[src/hw/rtl/tgc_pkg.sv]
// ----------------------------------------------------------------------------
// tgc_pkg
// Shared types, codes and helpers of the touch gesture classifier.
// ----------------------------------------------------------------------------
package tgc_pkg;

  localparam int unsigned TypeW  = 5;
  localparam int unsigned CodeW  = 10;
  localparam int unsigned ValueW = 12;
  localparam int unsigned PosW   = 12;
  localparam int unsigned CfgW   = 12;
  localparam int unsigned CfgIdxW = 2;

  // Event type and code values
  localparam logic [TypeW-1:0] TYPE_KEY   = 5'd1;
  localparam logic [TypeW-1:0] TYPE_ABS   = 5'd3;
  localparam logic [CodeW-1:0] CODE_X     = 10'd0;
  localparam logic [CodeW-1:0] CODE_Y     = 10'd1;
  localparam logic [CodeW-1:0] CODE_TOUCH = 10'd330;
  localparam logic [ValueW-1:0] TOUCH_UP   = 12'd0;
  localparam logic [ValueW-1:0] TOUCH_DOWN = 12'd1;

  // Screen scaling: x * 800 / 1024 = x * 25 / 32, y * 480 / 600 = (4 * y) / 5
  localparam int unsigned XMul   = 25;
  localparam int unsigned XShift = 5;
  localparam int unsigned YMul   = 4;
  // floor(n / 5) = (n * 26215) >> 17, exact for n < 2^14
  localparam int unsigned Div5Recip = 26215;
  localparam int unsigned Div5Shift = 17;

  // Configuration reset values
  localparam logic [CfgW-1:0] SWIPE_MIN_RST       = 12'd50;
  localparam logic [CfgW-1:0] LEFT_TAP_EDGE_RST   = 12'd200;
  localparam logic [CfgW-1:0] RIGHT_TAP_EDGE_RST  = 12'd600;

  typedef enum logic [CfgIdxW-1:0] {
    CFG_SWIPE_MIN       = 2'd0,
    CFG_LEFT_TAP_EDGE   = 2'd1,
    CFG_RIGHT_TAP_EDGE  = 2'd2,
    CFG_UNUSED          = 2'd3
  } cfg_idx_t;

  typedef enum logic [1:0] {
    GEST_NONE   = 2'd0,
    GEST_PREV   = 2'd1,
    GEST_NEXT   = 2'd2,
    GEST_TOGGLE = 2'd3
  } gesture_t;

  typedef enum logic [2:0] {
    EV_OTHER,
    EV_ABS_X,
    EV_ABS_Y,
    EV_TOUCH_DOWN,
    EV_TOUCH_UP
  } ev_kind_t;

  typedef struct packed {
    logic [PosW-1:0] now_x;
    logic [PosW-1:0] now_y;
    logic [PosW-1:0] origin_x;
    logic [PosW-1:0] origin_y;
  } pos_t;

  typedef struct packed {
    logic [CfgW-1:0] swipe_min;
    logic [CfgW-1:0] left_tap_edge;
    logic [CfgW-1:0] right_tap_edge;
  } cfg_t;

  function automatic ev_kind_t decode_event(
    input logic [TypeW-1:0]  ev_type,
    input logic [CodeW-1:0]  ev_code,
    input logic [ValueW-1:0] ev_value
  );
    ev_kind_t kind;
    kind = EV_OTHER;
    if (ev_type == TYPE_ABS && ev_code == CODE_X) begin
      kind = EV_ABS_X;
    end else if (ev_type == TYPE_ABS && ev_code == CODE_Y) begin
      kind = EV_ABS_Y;
    end else if (ev_type == TYPE_KEY && ev_code == CODE_TOUCH) begin
      if (ev_value == TOUCH_DOWN) begin
        kind = EV_TOUCH_DOWN;
      end else if (ev_value == TOUCH_UP) begin
        kind = EV_TOUCH_UP;
      end
    end
    return kind;
  endfunction

endpackage

[src/hw/rtl/tgc_if.sv]
// ----------------------------------------------------------------------------
// tgc_if
// Valid/ready channels of the touch gesture classifier: raw events in,
// gesture results out.
// ----------------------------------------------------------------------------
interface tgc_in_if;
  logic                         valid;
  logic                         ready;
  logic [tgc_pkg::TypeW-1:0]    event_type;
  logic [tgc_pkg::CodeW-1:0]    event_code;
  logic [tgc_pkg::ValueW-1:0]   event_value;

  modport source (output valid, event_type, event_code, event_value, input ready);
  modport sink   (input valid, event_type, event_code, event_value, output ready);
endinterface

interface tgc_out_if;
  logic       valid;
  logic       ready;
  logic [1:0] gesture;

  modport source (output valid, gesture, input ready);
  modport sink   (input valid, gesture, output ready);
endinterface

[src/hw/rtl/tgc_position.sv]
// ----------------------------------------------------------------------------
// tgc_position
// Current and origin position registers with the screen scaling of raw
// axis coordinates.
// ----------------------------------------------------------------------------
module tgc_position (
  input  logic                       clk,
  input  logic                       rst_n,
  input  logic                       advance,
  input  tgc_pkg::ev_kind_t          kind,
  input  logic [tgc_pkg::ValueW-1:0] value,
  output tgc_pkg::pos_t              pos
);

  localparam int unsigned XProdW = tgc_pkg::ValueW + 5;
  localparam int unsigned YNumW  = tgc_pkg::ValueW + 2;
  localparam int unsigned YProdW = YNumW + 15;

  tgc_pkg::pos_t pos_r;
  tgc_pkg::pos_t pos_nxt;

  logic [XProdW-1:0] x_prod;
  logic [YNumW-1:0]  y_num;
  logic [YProdW-1:0] y_prod;
  logic [tgc_pkg::PosW-1:0] x_scaled;
  logic [tgc_pkg::PosW-1:0] y_scaled;

  always_comb begin
    x_prod   = XProdW'(value) * XProdW'(tgc_pkg::XMul);
    x_scaled = tgc_pkg::PosW'(x_prod >> tgc_pkg::XShift);
    y_num    = YNumW'(value) * YNumW'(tgc_pkg::YMul);
    y_prod   = YProdW'(y_num) * YProdW'(tgc_pkg::Div5Recip);
    y_scaled = tgc_pkg::PosW'(y_prod >> tgc_pkg::Div5Shift);
  end

  always_comb begin
    pos_nxt = pos_r;
    if (advance) begin
      unique case (kind)
        tgc_pkg::EV_ABS_X: pos_nxt.now_x = x_scaled;
        tgc_pkg::EV_ABS_Y: pos_nxt.now_y = y_scaled;
        tgc_pkg::EV_TOUCH_DOWN: begin
          pos_nxt.origin_x = pos_r.now_x;
          pos_nxt.origin_y = pos_r.now_y;
        end
        default: pos_nxt = pos_r;
      endcase
    end
  end

  always_ff @(posedge clk) begin
    if (!rst_n) begin
      pos_r <= '0;
    end else begin
      pos_r <= pos_nxt;
    end
  end

  assign pos = pos_r;

endmodule

[src/hw/rtl/tgc_classify.sv]
// ----------------------------------------------------------------------------
// tgc_classify
// Swipe/tap decision from the current and origin positions.
// ----------------------------------------------------------------------------
module tgc_classify (
  input  tgc_pkg::pos_t    pos,
  input  tgc_pkg::cfg_t    cfg,
  output tgc_pkg::gesture_t gesture
);

  localparam int unsigned DiffW = tgc_pkg::PosW + 1;

  logic [DiffW-1:0]         dx;
  logic [DiffW-1:0]         dy;
  logic [tgc_pkg::PosW-1:0] ax;
  logic [tgc_pkg::PosW-1:0] ay;
  logic                     swipe;

  always_comb begin
    dx = DiffW'(pos.now_x) - DiffW'(pos.origin_x);
    dy = DiffW'(pos.now_y) - DiffW'(pos.origin_y);
    // Magnitude fits in 12 bits since both operands are 12-bit unsigned
    ax = dx[DiffW-1] ? tgc_pkg::PosW'(-dx) : dx[tgc_pkg::PosW-1:0];
    ay = dy[DiffW-1] ? tgc_pkg::PosW'(-dy) : dy[tgc_pkg::PosW-1:0];
    swipe = (ax > cfg.swipe_min) || (ay > cfg.swipe_min);

    gesture = tgc_pkg::GEST_NONE;
    if (swipe) begin
      if (ax > ay) begin
        // Mainly horizontal: ax exceeds the threshold here
        gesture = dx[DiffW-1] ? tgc_pkg::GEST_NEXT : tgc_pkg::GEST_PREV;
      end else if (ay > cfg.swipe_min) begin
        gesture = tgc_pkg::GEST_TOGGLE;
      end
    end else if (pos.origin_x < cfg.left_tap_edge) begin
      gesture = tgc_pkg::GEST_PREV;
    end else if (pos.origin_x > cfg.right_tap_edge) begin
      gesture = tgc_pkg::GEST_NEXT;
    end
  end

endmodule

[src/hw/rtl/touch_gesture_classifier_core.sv]
// ----------------------------------------------------------------------------
// touch_gesture_classifier_core
// Turns a stream of raw touch events into swipe and tap gesture results.
// ----------------------------------------------------------------------------
// The core takes one raw event (type, code, value) per cycle and emits one
// gesture for every touch-up key event, through the input and then the output register; all
// other events only update the tracked position and emit nothing. Sustained
// rate is one item per clock: an event is held in the input register,
// where its position update and the gesture decision are done, and the
// result goes to a separate output register, so input keeps flowing while a
// result waits for out_ch.ready. Only a touch-up that finds the output
// register full and not being drained holds the input side. Absolute X/Y
// values are scaled to screen pixels (x*25/32 and 4*y/5, truncated); a
// touch-down latches the current position as the origin. Thresholds are
// written through cfg_we/cfg_index/cfg_data; the user must write them only
// while the core is idle, as the core does not enforce it; index 3 is ignored.
// ----------------------------------------------------------------------------
module touch_gesture_classifier_core (
  input  logic                        clk,
  input  logic                        rst_n,
  tgc_in_if.sink                      in_ch,
  tgc_out_if.source                   out_ch,
  input  logic                        cfg_we,
  input  logic [tgc_pkg::CfgIdxW-1:0] cfg_index,
  input  logic [tgc_pkg::CfgW-1:0]    cfg_data
);

  // Configuration registers
  tgc_pkg::cfg_t cfg_r;
  tgc_pkg::cfg_t cfg_nxt;

  // Input register
  logic                       in_valid_r;
  tgc_pkg::ev_kind_t          in_kind_r;
  logic [tgc_pkg::ValueW-1:0] in_value_r;

  // Output register
  logic              out_valid_r;
  logic              out_valid_nxt;
  tgc_pkg::gesture_t gesture_r;

  logic              advance;
  logic              emit;
  tgc_pkg::pos_t     pos;
  tgc_pkg::gesture_t gesture_calc;

  // Write configuration by index; ignore the spare index
  always_comb begin
    cfg_nxt = cfg_r;
    if (cfg_we) begin
      unique case (tgc_pkg::cfg_idx_t'(cfg_index))
        tgc_pkg::CFG_SWIPE_MIN:       cfg_nxt.swipe_min       = cfg_data;
        tgc_pkg::CFG_LEFT_TAP_EDGE:   cfg_nxt.left_tap_edge   = cfg_data;
        tgc_pkg::CFG_RIGHT_TAP_EDGE:  cfg_nxt.right_tap_edge  = cfg_data;
        default:                      cfg_nxt = cfg_r;
      endcase
    end
  end

  always_ff @(posedge clk) begin
    if (!rst_n) begin
      cfg_r.swipe_min       <= tgc_pkg::SWIPE_MIN_RST;
      cfg_r.left_tap_edge   <= tgc_pkg::LEFT_TAP_EDGE_RST;
      cfg_r.right_tap_edge  <= tgc_pkg::RIGHT_TAP_EDGE_RST;
    end else begin
      cfg_r <= cfg_nxt;
    end
  end

  // Advance the held event unless it needs the output register and that
  // register is full and stalled
  assign emit    = in_valid_r && (in_kind_r == tgc_pkg::EV_TOUCH_UP);
  assign advance = in_valid_r && (!emit || !out_valid_r || out_ch.ready);
  assign in_ch.ready = !in_valid_r || advance;

  always_ff @(posedge clk) begin
    if (!rst_n) begin
      in_valid_r <= 1'b0;
    end else if (in_ch.ready) begin
      in_valid_r <= in_ch.valid;
    end
  end

  // Decode at capture so only the event kind and value are held
  always_ff @(posedge clk) begin
    if (in_ch.ready && in_ch.valid) begin
      in_kind_r  <= tgc_pkg::decode_event(in_ch.event_type, in_ch.event_code,
                                          in_ch.event_value);
      in_value_r <= in_ch.event_value;
    end
  end

  tgc_position u_position (
    .clk     (clk),
    .rst_n   (rst_n),
    .advance (advance),
    .kind    (in_kind_r),
    .value   (in_value_r),
    .pos     (pos)
  );

  tgc_classify u_classify (
    .pos     (pos),
    .cfg     (cfg_r),
    .gesture (gesture_calc)
  );

  // Load a result on touch-up, drop it once taken
  always_comb begin
    out_valid_nxt = out_valid_r && !out_ch.ready;
    if (advance && emit) begin
      out_valid_nxt = 1'b1;
    end
  end

  always_ff @(posedge clk) begin
    if (!rst_n) begin
      out_valid_r <= 1'b0;
    end else begin
      out_valid_r <= out_valid_nxt;
    end
  end

  always_ff @(posedge clk) begin
    if (advance && emit) begin
      gesture_r <= gesture_calc;
    end
  end

  assign out_ch.valid   = out_valid_r;
  assign out_ch.gesture = gesture_r;

endmodule

[src/flat_wrapper.sv]
// flat-port wrapper written by rule: the top's interface ports become plain ports
module touch_gesture_classifier_core_flat 
  (clk, rst_n, cfg_we, cfg_index, cfg_data, in_ch_valid, in_ch_event_type, in_ch_event_code, in_ch_event_value, in_ch_ready, out_ch_valid, out_ch_gesture, out_ch_ready);
  tgc_in_if in_ch_i ();
  tgc_out_if out_ch_i ();
  input  logic clk;
  input  logic rst_n;
  input  logic cfg_we;
  input  logic [tgc_pkg::CfgIdxW-1:0] cfg_index;
  input  logic [tgc_pkg::CfgW-1:0] cfg_data;
  input wire logic [$bits(in_ch_i.valid)-1:0] in_ch_valid;
  input wire logic [$bits(in_ch_i.event_type)-1:0] in_ch_event_type;
  input wire logic [$bits(in_ch_i.event_code)-1:0] in_ch_event_code;
  input wire logic [$bits(in_ch_i.event_value)-1:0] in_ch_event_value;
  output wire logic [$bits(in_ch_i.ready)-1:0] in_ch_ready;
  output wire logic [$bits(out_ch_i.valid)-1:0] out_ch_valid;
  output wire logic [$bits(out_ch_i.gesture)-1:0] out_ch_gesture;
  input wire logic [$bits(out_ch_i.ready)-1:0] out_ch_ready;
  assign in_ch_i.valid = in_ch_valid;
  assign in_ch_i.event_type = in_ch_event_type;
  assign in_ch_i.event_code = in_ch_event_code;
  assign in_ch_i.event_value = in_ch_event_value;
  assign in_ch_ready = in_ch_i.ready;
  assign out_ch_valid = out_ch_i.valid;
  assign out_ch_gesture = out_ch_i.gesture;
  assign out_ch_i.ready = out_ch_ready;
  touch_gesture_classifier_core u_core (.clk(clk), .rst_n(rst_n), .in_ch(in_ch_i), .out_ch(out_ch_i), .cfg_we(cfg_we), .cfg_index(cfg_index), .cfg_data(cfg_data));
endmodule
[config.mk]
export PLATFORM = sky130hd
export DESIGN_NAME = touch_gesture_classifier_core_flat
export DESIGN_NICKNAME = d
export VERILOG_FILES = /design/src/hw/rtl/tgc_pkg.sv /design/src/hw/rtl/tgc_if.sv /design/src/hw/rtl/tgc_position.sv /design/src/hw/rtl/tgc_classify.sv /design/src/hw/rtl/touch_gesture_classifier_core.sv /design/src/flat_wrapper.sv
export SDC_FILE = /design/constraint.sdc
export NUM_CORES = 1
export LEC_CHECK = 0
export ABC_AREA = 1
export BUFFER_PORTS_ARGS = -buffer_cell sky130_fd_sc_hd__clkbuf_2
export CORE_MARGIN = 4
export CORE_UTILIZATION = 64
export DETAILED_ROUTE_END_ITERATION = 7
export PLACE_DENSITY = 0.88
export SKIP_LAST_GASP = 1
export SLEW_MARGIN = 15
export SYNTH_ARGS = -nofsm -noshare
export SYNTH_HDL_FRONTEND = slang
export SYNTH_SLANG_ARGS = --single-unit
[constraint.sdc]
create_clock -name clk -period 6.22 [get_ports clk]
set_clock_uncertainty 0.05 [all_clocks]
set_input_delay 0.622 -clock clk [delete_from_list [all_inputs] [get_ports clk]]
set_output_delay 0.622 -clock clk [all_outputs]
set_load 0.01 [all_outputs]
Word-level counts from Yosys, hierarchy flattened
Cells that the tools add are included.
{ "op_classes": {"n_addsub": 4, "multipliers": 2, "order_cmp": 5, "n_eq_ne": 11, "n_mux": 13, "bitwise": 1, "reduce_logical": 26} }
{ "op_table": {"columns": ["operator", "count"], "rows": [
  ["$gt 12x12->1", 4],
  ["$mul 12x15->27 const B", 1],
  ["$sub 12x12->13", 2],
  ["$mux 12", 2],
  ["$neg 12->12", 2],
  ["$mux 2", 9],
  ["$mul 12x5->17 const B", 1],
  ["$eq 12x1->1 const B", 1],
  ["$logic_not 12->1", 1],
  ["$lt 12x12->1", 1],
  ["$reduce_and 2->1", 6],
  ["$eq 10x1->1 const B", 1],
  ["$eq 10x9->1 const B", 1],
  ["$logic_not 10->1", 1],
  ["$logic_and 1x1->1", 8],
  ["$eq 3x2->1 const B", 2],
  ["$eq 5x1->1 const B", 1],
  ["$eq 5x2->1 const B", 1],
  ["$logic_not 1->1", 4],
  ["$logic_or 1x1->1", 4],
  ["$reduce_or 4->1", 1],
  ["$eq 3x1->1 const B", 1],
  ["$eq 3x3->1 const B", 1],
  ["$mux 3", 1],
  ["other kinds (5)", 5]
]} }
{ "word_totals": {"reg_bits": 103, "in_bits": 46, "word_cells": 75} }

Logic depth before layout (Yosys ltp)
Gate-level depths: netlist of run 1.
{ "logic_depth": {"word_depth": 8, "depth_mapped": 29} }

By module
Synthesis of run 1 repeated with hierarchy kept, for this count alone.
{ "hier_totals": {"cells_unflattened": 1676, "hier_area_um2": 11648.7} }
{ "modules_own_cells": {"columns": ["mod", "instances", "cells_per_inst", "area_each_um2", "seq_area_each_um2"], "rows": [
  ["tgc_position", 1, 798, 5898.2, 960.9],
  ["tgc_classify", 1, 618, 3593.4, 0.0],
  ["touch_gesture_classifier_core", 1, 260, 2157.1, 1271.2]
]} }

Least setup slack after synthesis of run 1
No wires, ideal clock.
{ "synth_timing": {"path_type": "reg2reg", "from": "reg u_core.in_value_r[9] (netlist bit)", "to": "reg u_core.u_position.pos_r, in the netlist u_core.u_position.pos[28]", "setup_time_ns": 0.117, "arrival_time_ns": 4.249, "slack_ns": 1.804, "path_stages_with_launch": 18, "path_cell_list": "edfxtp_1 > fa_1 > inv_1 > fa_1 > fa_1 > fa_1 > fa_1 > inv_1 > ha_1 > nand2_1 > nor2_1 > nand4_1 > o211ai_1 > nand2_1 > nand3_1 > nand2_1 > nor2_1 > nor2_1"} }
{ "synth_between": {"elab_chain_len": 1} }
{ "synth_rtl": {"columns": ["item", "line", "source"], "rows": [
  ["start: declaration", "touch_gesture_classifier_core.sv:35", "logic [tgc_pkg::ValueW-1:0] in_value_r;"],
  ["start signal: assignment", "touch_gesture_classifier_core.sv:89", "in_value_r <= in_ch.event_value;"],
  ["$mul 12x15->27", "tgc_position.sv:32", "y_prod = YProdW'(y_num) * YProdW'(tgc_pkg::Div5Recip);"],
  ["end signal: assignment", "tgc_position.sv:55", "pos_r <= pos_nxt;"],
  ["end: declaration", "tgc_position.sv:19", "tgc_pkg::pos_t pos_r;"]
]} }
Every way passes these cells.
A chain may end at the register's enable or synchronous reset.

Worst setup path after layout of run 1
{ "layout_timing": {"from": "reg u_core.in_value_r[6] (netlist bit)", "to": "reg u_core.u_position.pos_r, in the netlist u_core.u_position.pos[33]"} }
The elaborated chain is that of the path after synthesis.

==> impl_metrics.ini, run 1 <==
[floorplan]
io_pins = 50
die_area_um2 = 19700
die_h_um = 140
rows = 48
core_area_um2 = 17200
die_w_um = 140
initial_core_util = 0.650

[power]
ir_worst_vdd_uv = 217
p_per_area_nw_per_um2 = 318
p_leak_uw = 0.00646

[sta]
holdWs_ns = 0.399
slew_headroom = 0.491
setup_viol = 0
min_period_over_period = 0.780
hold_violations = 0
slew_viol_final = 0
max_freq_ghz = 0.206
fin_tns_setup_ns = 0
rsz0062_at_grt = false
worstMarginPinSlew_ns = 0.763
layout_min_cycle_time_ns = 4.85

[placement]
portBuffers = 49
gp_congestion = 0.959
dp_hpwl_um = 23300

[cells_and_area]
final_nets = 1867
fillers = 1430
syn_to_final_growth_pct = 6.89
layout-drive-gt1-share = 0.0726
diodes = 0

[detailed_routing]
wl_um = 28300
viasPerCell = 5.64
vias = 10200
drtPass1Iterations = 6
antenna_left = 0
initialDrtViolationCount = 546
wl_per_cell_um = 15.6
drc_errors = 0

[grt]
grt_usage = 0.292
grt_pass1_wl_um = 47100
grt_overflow = 0
antenna_found_initial = 0
first_global_vias = 10300
grt_max_degree = 74

[synthesis]
synth_ff_type = dfxtp_1
syn_area_per_cell_um2 = 7.29
synth-edff-count = 17
yosysWarnings = 0
yosysMostFrequentCell = inv_1
ys_seq_area_frac = 0.199
ys_seq_elements = 103
netlist_instances = 1538
synthesis.area_um2 = 11200
synth_common_cells = inv_1 (322), nand2_1 (260), ha_1 (184)
yosysTopAreaCellShare = 0.205
async_flop_share = 0
post_synth_num_cell_types = 46
synth_area_leaders = ha_1 (21%), dfxtp_1 (15%), inv_1 (11%), fa_1 (10%), nand2_1 (8.7%)
syn-num-nets = 1825
synth.largest_area_cell = ha_1

[min_path]
worstHoldPathType = primary input to flip-flop

[run_status]
status = completed

[clock_network]
post_cts_resized = 0
holdBufCountCts = 0
htree_levels = 3
path_clk_slew_ns = 0.10
clockBufferDepth = 2
worstSkewPairLatency_ns = 0.38
post_cts.repair.setup_buffers = 0
cts_tree = yes
root_buffer = clkbuf_16
numCtsBuffers = 9
cts.sinks = 103

[critical_path]
crit_type = flip-flop to flip-flop
cp-end-kind = flip-flop
required_ns = 6.46
cp-start-kind = flip-flop
crit_arrival_ns = 5.09
crit_path_max_fanout = 6

[flow_run]
cap_violations = 0
==> metal layers <==
layer  track usage  up-vias  routed length (um)
met5             0        -                   0
li1              -     5085                   -
met2         0.517      309               13800
met1         0.347     4733               11800
met3        0.0454       87                1450
met4         0.132        0                1260
==> area by class of cell <==
| class | instances | area [um^2] | area share |
|---|---|---|---|
| Sequential cell | 103 | 2230 | 0.186 |
| Inverter | 332 | 1250 | 0.104 |
| Timing Repair Buffer | 51 | 260 | 0.0217 |
| Clock inverter | 7 | 91.3 | 0.00762 |
| Clock buffer | 9 | 225 | 0.0188 |
| Multi-Input combinational cell | 1083 | 7650 | 0.638 |
| Tap cell | 225 | 282 | 0.0235 |
==> worst paths after layout <==
check | slack (ns) | end | from | depth (start not counted)
worst min register to register | 0.41 | u_core.cfg_r[23] | u_core.cfg_r[23] | 2
worst max-delay path | 1.37 | u_core.u_position.pos[33] | u_core.in_value_r[6] | 17
worst max register to register | 1.37 | u_core.u_position.pos[33] | u_core.in_value_r[6] | 17
worst min-delay path | 0.40 | u_core.in_value_r[7] | in_ch_event_value[7] | 1
==> through the flow <==
step	worst slack, ns	total power (uW)	utilization	cells	instance area [um^2]
2_1_floorplan	1.80	2560	-	1538	11200
3_3_place_gp	1.56	3060	0.677	1794	11700
3_5_place_dp	1.43	3150	0.677	1794	11700
4_1_cts	1.43	3780	0.695	1810	12000
5_1_grt	1.13	4170	0.695	1810	12000
6_report	1.37	3810	0.695	1810	12000
==> cells by family (layout without fill, tap and decap cells) <==
kind of cell | Yosys count | count (layout) | share of synthesized area
AO/OA/AOI/OAI | 280 | 280 | 0.139
XOR/XNOR | 32 | 32 | 0.0270
adder cells (fa/ha/maj) | 241 | 241 | 0.307
buffers and inverters | 352 | 399 | 0.119
flip-flops | 103 | 103 | 0.199
AND/OR/NAND/NOR | 530 | 530 | 0.209
==> placed cells by master, fill, tap and decap left out, drive strengths merged, types with 2 or more instances in the layout <==
| cell type | instances |
|---|---|
| a21o | 5 |
| nand4 | 28 |
| o21bai | 11 |
| nand3 | 84 |
| o211ai | 16 |
| dfxtp | 86 |
| nand3b | 5 |
| edfxtp | 17 |
| xor2 | 22 |
| nor4 | 9 |
| nor2 | 106 |
| o2111ai | 2 |
| nor3 | 17 |
| inv | 336 |
| ha | 184 |
| clkinv | 3 |
| or2 | 3 |
| nand2 | 273 |
| xnor2 | 10 |
| and3 | 3 |
| a21boi | 2 |
| a21oi | 125 |
| clkbuf | 58 |
| buf | 2 |
| o21a | 8 |
| a31oi | 6 |
| o21ai | 101 |
| fa | 57 |
==> critical path, stage by stage (launching register included) <==
cell and delay [ns]:
edfxtp_1 0.53, ha_1 0.40, inv_1 0.15, fa_1 0.47, fa_1 0.50, fa_1 0.53
inv_1 0.06, fa_1 0.43, ha_1 0.37, a21o_1 0.21, a21boi_0 0.42, nor2_1 0.08
nor3_1 0.23, nand3_1 0.11, nand2_1 0.07, nand3_1 0.06, nand2_1 0.07, inv_1 0.03
==> where the power goes <==
part	total (uW)	internal (uW)	switching [uW]
combinational	2470	888	1580
clock	616	295	322
sequential	727	707	20.2
total	3810	1890	1920
==> flip-flops by register name, summed over array words and instances, names as in the netlist <==
name,count
u_core.u_position.pos,48
u_core.cfg_r,36
u_core.out_ch.valid,1
u_core.in_valid_r,1
u_core.in_value_r,12
u_core.in_kind_r,3
u_core.out_ch.gesture,2
Note: power is estimated with default switching activity, not from simulation.
==> run 2: changes to the inputs <==
--- a/config.mk
+++ b/config.mk
@@ -8,9 +8,9 @@
 export ABC_AREA = 1
 export BUFFER_PORTS_ARGS = -buffer_cell sky130_fd_sc_hd__clkbuf_2
 export CORE_MARGIN = 4
-export CORE_UTILIZATION = 64
+export CORE_UTILIZATION = 58
 export DETAILED_ROUTE_END_ITERATION = 7
-export PLACE_DENSITY = 0.88
+export PLACE_DENSITY = 0.85
 export SKIP_LAST_GASP = 1
 export SLEW_MARGIN = 15
 export SYNTH_ARGS = -nofsm -noshare
==> constraint.sdc (replaced) <==
create_clock -name clk -period 4.15 [get_ports clk]
set_clock_uncertainty 0.05 [all_clocks]
set_input_delay 0.415 -clock clk [delete_from_list [all_inputs] [get_ports clk]]
set_output_delay 0.415 -clock clk [all_outputs]
set_load 0.01 [all_outputs]
==> run 2 against run 1 <==
  * The flow now finishes with violations (negative setup slack)
  * Die area up 9.7%
  * Utilization up 0.42 points
  * Sequential power rose by 49%
  * Critical path type unchanged
  * Largest power group unchanged
==> impl_metrics.ini, run 2 (synthesis gave the netlist of run 1 again) <==
[clock_network]
numCtsBuffers = 9
htree_levels = 3
cts_tree = yes
worstSkewPairLatency_ns = 0.37
holdBufCountCts = 0
root_buffer = clkbuf_16
clockBufferDepth = 2
cts.sinks = 103
path_clk_slew_ns = 0.08

[detailed_routing]
initialDrtViolationCount = 747
antenna_left = 0
drtPass1Iterations = 5
viasPerCell = 5.61
drc_errors = 0
wl_um = 30600
vias = 10800
wl_per_cell_um = 15.9

[run_status]
violations = negative setup slack
status = complete, but fails checks

[cells_and_area]
layout_commonest_cell = inv_1
diodes = 0
fillers = 1449
layout-drive-gt1-share = 0.175
layout_common_cells = inv_1 (304), nand2_1 (243), ha_1 (171), a21oi_1 (113), nor2_1 (89)
largest_register_ffs = 48
syn_to_final_growth_pct = 17.5
final_nets = 1947
fin_area_um2 = 13200
fin_util = 0.699

[placement]
place_area_um2 = 12300
place_ws_ns = -0.347
portBuffers = 49
dp_hpwl_um = 23600
gp_congestion = 0.942

[floorplan]
rows = 50
initial_core_util = 0.595
die_area_um2 = 21600
die_h_um = 147
core_area_um2 = 18800
io_pins = 50
die_w_um = 147

[power]
p_comb_frac = 0.746
switchingPower_uw = 3860
intPower_uw = 3940
ir_worst_vdd_uv = 483
p_seq_frac = 0.139
p_leak_uw = 0.00694
p_per_area_nw_per_um2 = 592
total_power_uw = 7800
p_sw_frac = 0.494
pwr-share-clk = 0.116

[grt]
first_global_vias = 10700
grt_overflow = 0
antenna_found_initial = 0
grt_max_degree = 56
grt_usage = 0.278
grt_pass1_wl_um = 49400

[sta]
holdWs_ns = 0.188
slew_viol_final = 0
worstMarginPinSlew_ns = 0.994
min_period_over_period = 1.11
fin_ws_ns = -0.440
layout_min_cycle_time_ns = 4.59
setup_viol = 12
max_freq_ghz = 0.218
hold_violations = 0
slew_headroom = 0.331
rsz0062_at_grt = true

[critical_path]
cp-end-kind = flip-flop
crit_path_max_fanout = 3
required_ns = 4.36
crit_type = flip-flop to flip-flop
crit_arrival_ns = 4.80
cp-start-kind = flip-flop

[min_path]
worstHoldPathType = primary input to flip-flop

[flow_run]
cap_violations = 0
run 2: changes by cell type in the layout (fill, tap and decap cells not counted), moves of 11 or more:
cell	previous run	this run
inv_2	9	22
ha_1	184	171
nand2_1	260	243
nor2_1	102	89
nand2_2	13	24
buf_4	2	76
ha_4	0	13
inv_1	322	304
run 2: path summary, 6_finish.rpt:
check | startpoint | to | slack, ns | cells past startpoint
min | in_ch_event_value[5] | u_core.in_value_r[5] | 0.19 | 1
max reg2reg | u_core.in_value_r[7] | u_core.u_position.pos[27] | -0.44 | 19
min reg2reg | u_core.cfg_r[7] | u_core.cfg_r[7] | 0.41 | 2
max | u_core.in_value_r[7] | u_core.u_position.pos[27] | -0.44 | 19
run 2: power groups by stage:
stage / Clock, uW / Combinational [uW] / Sequential (uW)
finish: 903 / 5820 / 1080
global route: 951 / 6280 / 1090
CTS: 912 / 5010 / 1080
detailed placement: 0 / 4260 / 1110
global placement: 0 / 4160 / 1100
floorplan: 0 / 2980 / 1100
run 2: repair_timing:
item / CTS / global route
endpoints found under the hold margin: 0 / 0
gates resized for setup: 69 / 47
buffers inserted: 12 / 7
setup endpoints to repair: 12 / 14
pin swaps: 29 / 37
run 2: metrics by stage:
| step | cells | setup TNS, ns |
|---|---|---|
| 4_1_cts | 1919 | -3.28 |
| 3_5_place_dp | 1891 | -3.32 |
| 5_1_grt | 1925 | -6.18 |
| 3_3_place_gp | 1891 | -2.21 |
| 6_report | 1925 | -4.65 |
| 2_1_floorplan | 1538 | -0.156 |
run 2: final cells by class:
cell class,instances,area [um^2],share of cell area
clock inverters,7,85.1,0.00646
repair buffers,131,892,0.0677
flip-flops and latches,103,2230,0.169
well taps,260,325,0.0247
inverters,332,1260,0.0956
clock buffers,9,225,0.0171
multi-input cells,1083,8150,0.619
run 2: worst max-delay path, cell delays in order (launching register included):
cell and delay, ns:
edfxtp_1 0.40, buf_4 0.17, ha_4 0.27, inv_2 0.05, fa_1 0.40, fa_1 0.49
inv_1 0.06, fa_1 0.51, inv_1 0.08, fa_1 0.52, inv_1 0.07, ha_4 0.24
a21o_1 0.21, buf_4 0.16, a21oi_4 0.18, o21ai_4 0.08, a21oi_2 0.15, xnor2_1 0.12
o21bai_1 0.20, inv_1 0.07
run 2: layer usage:
metal  up-vias  track usage  wire (um)
met3       135       0.0423       1800
met1      5021        0.329      12200
met5         -            0          0
met2       400        0.499      15000
li1       5235            -          -
met4         0        0.123       1620
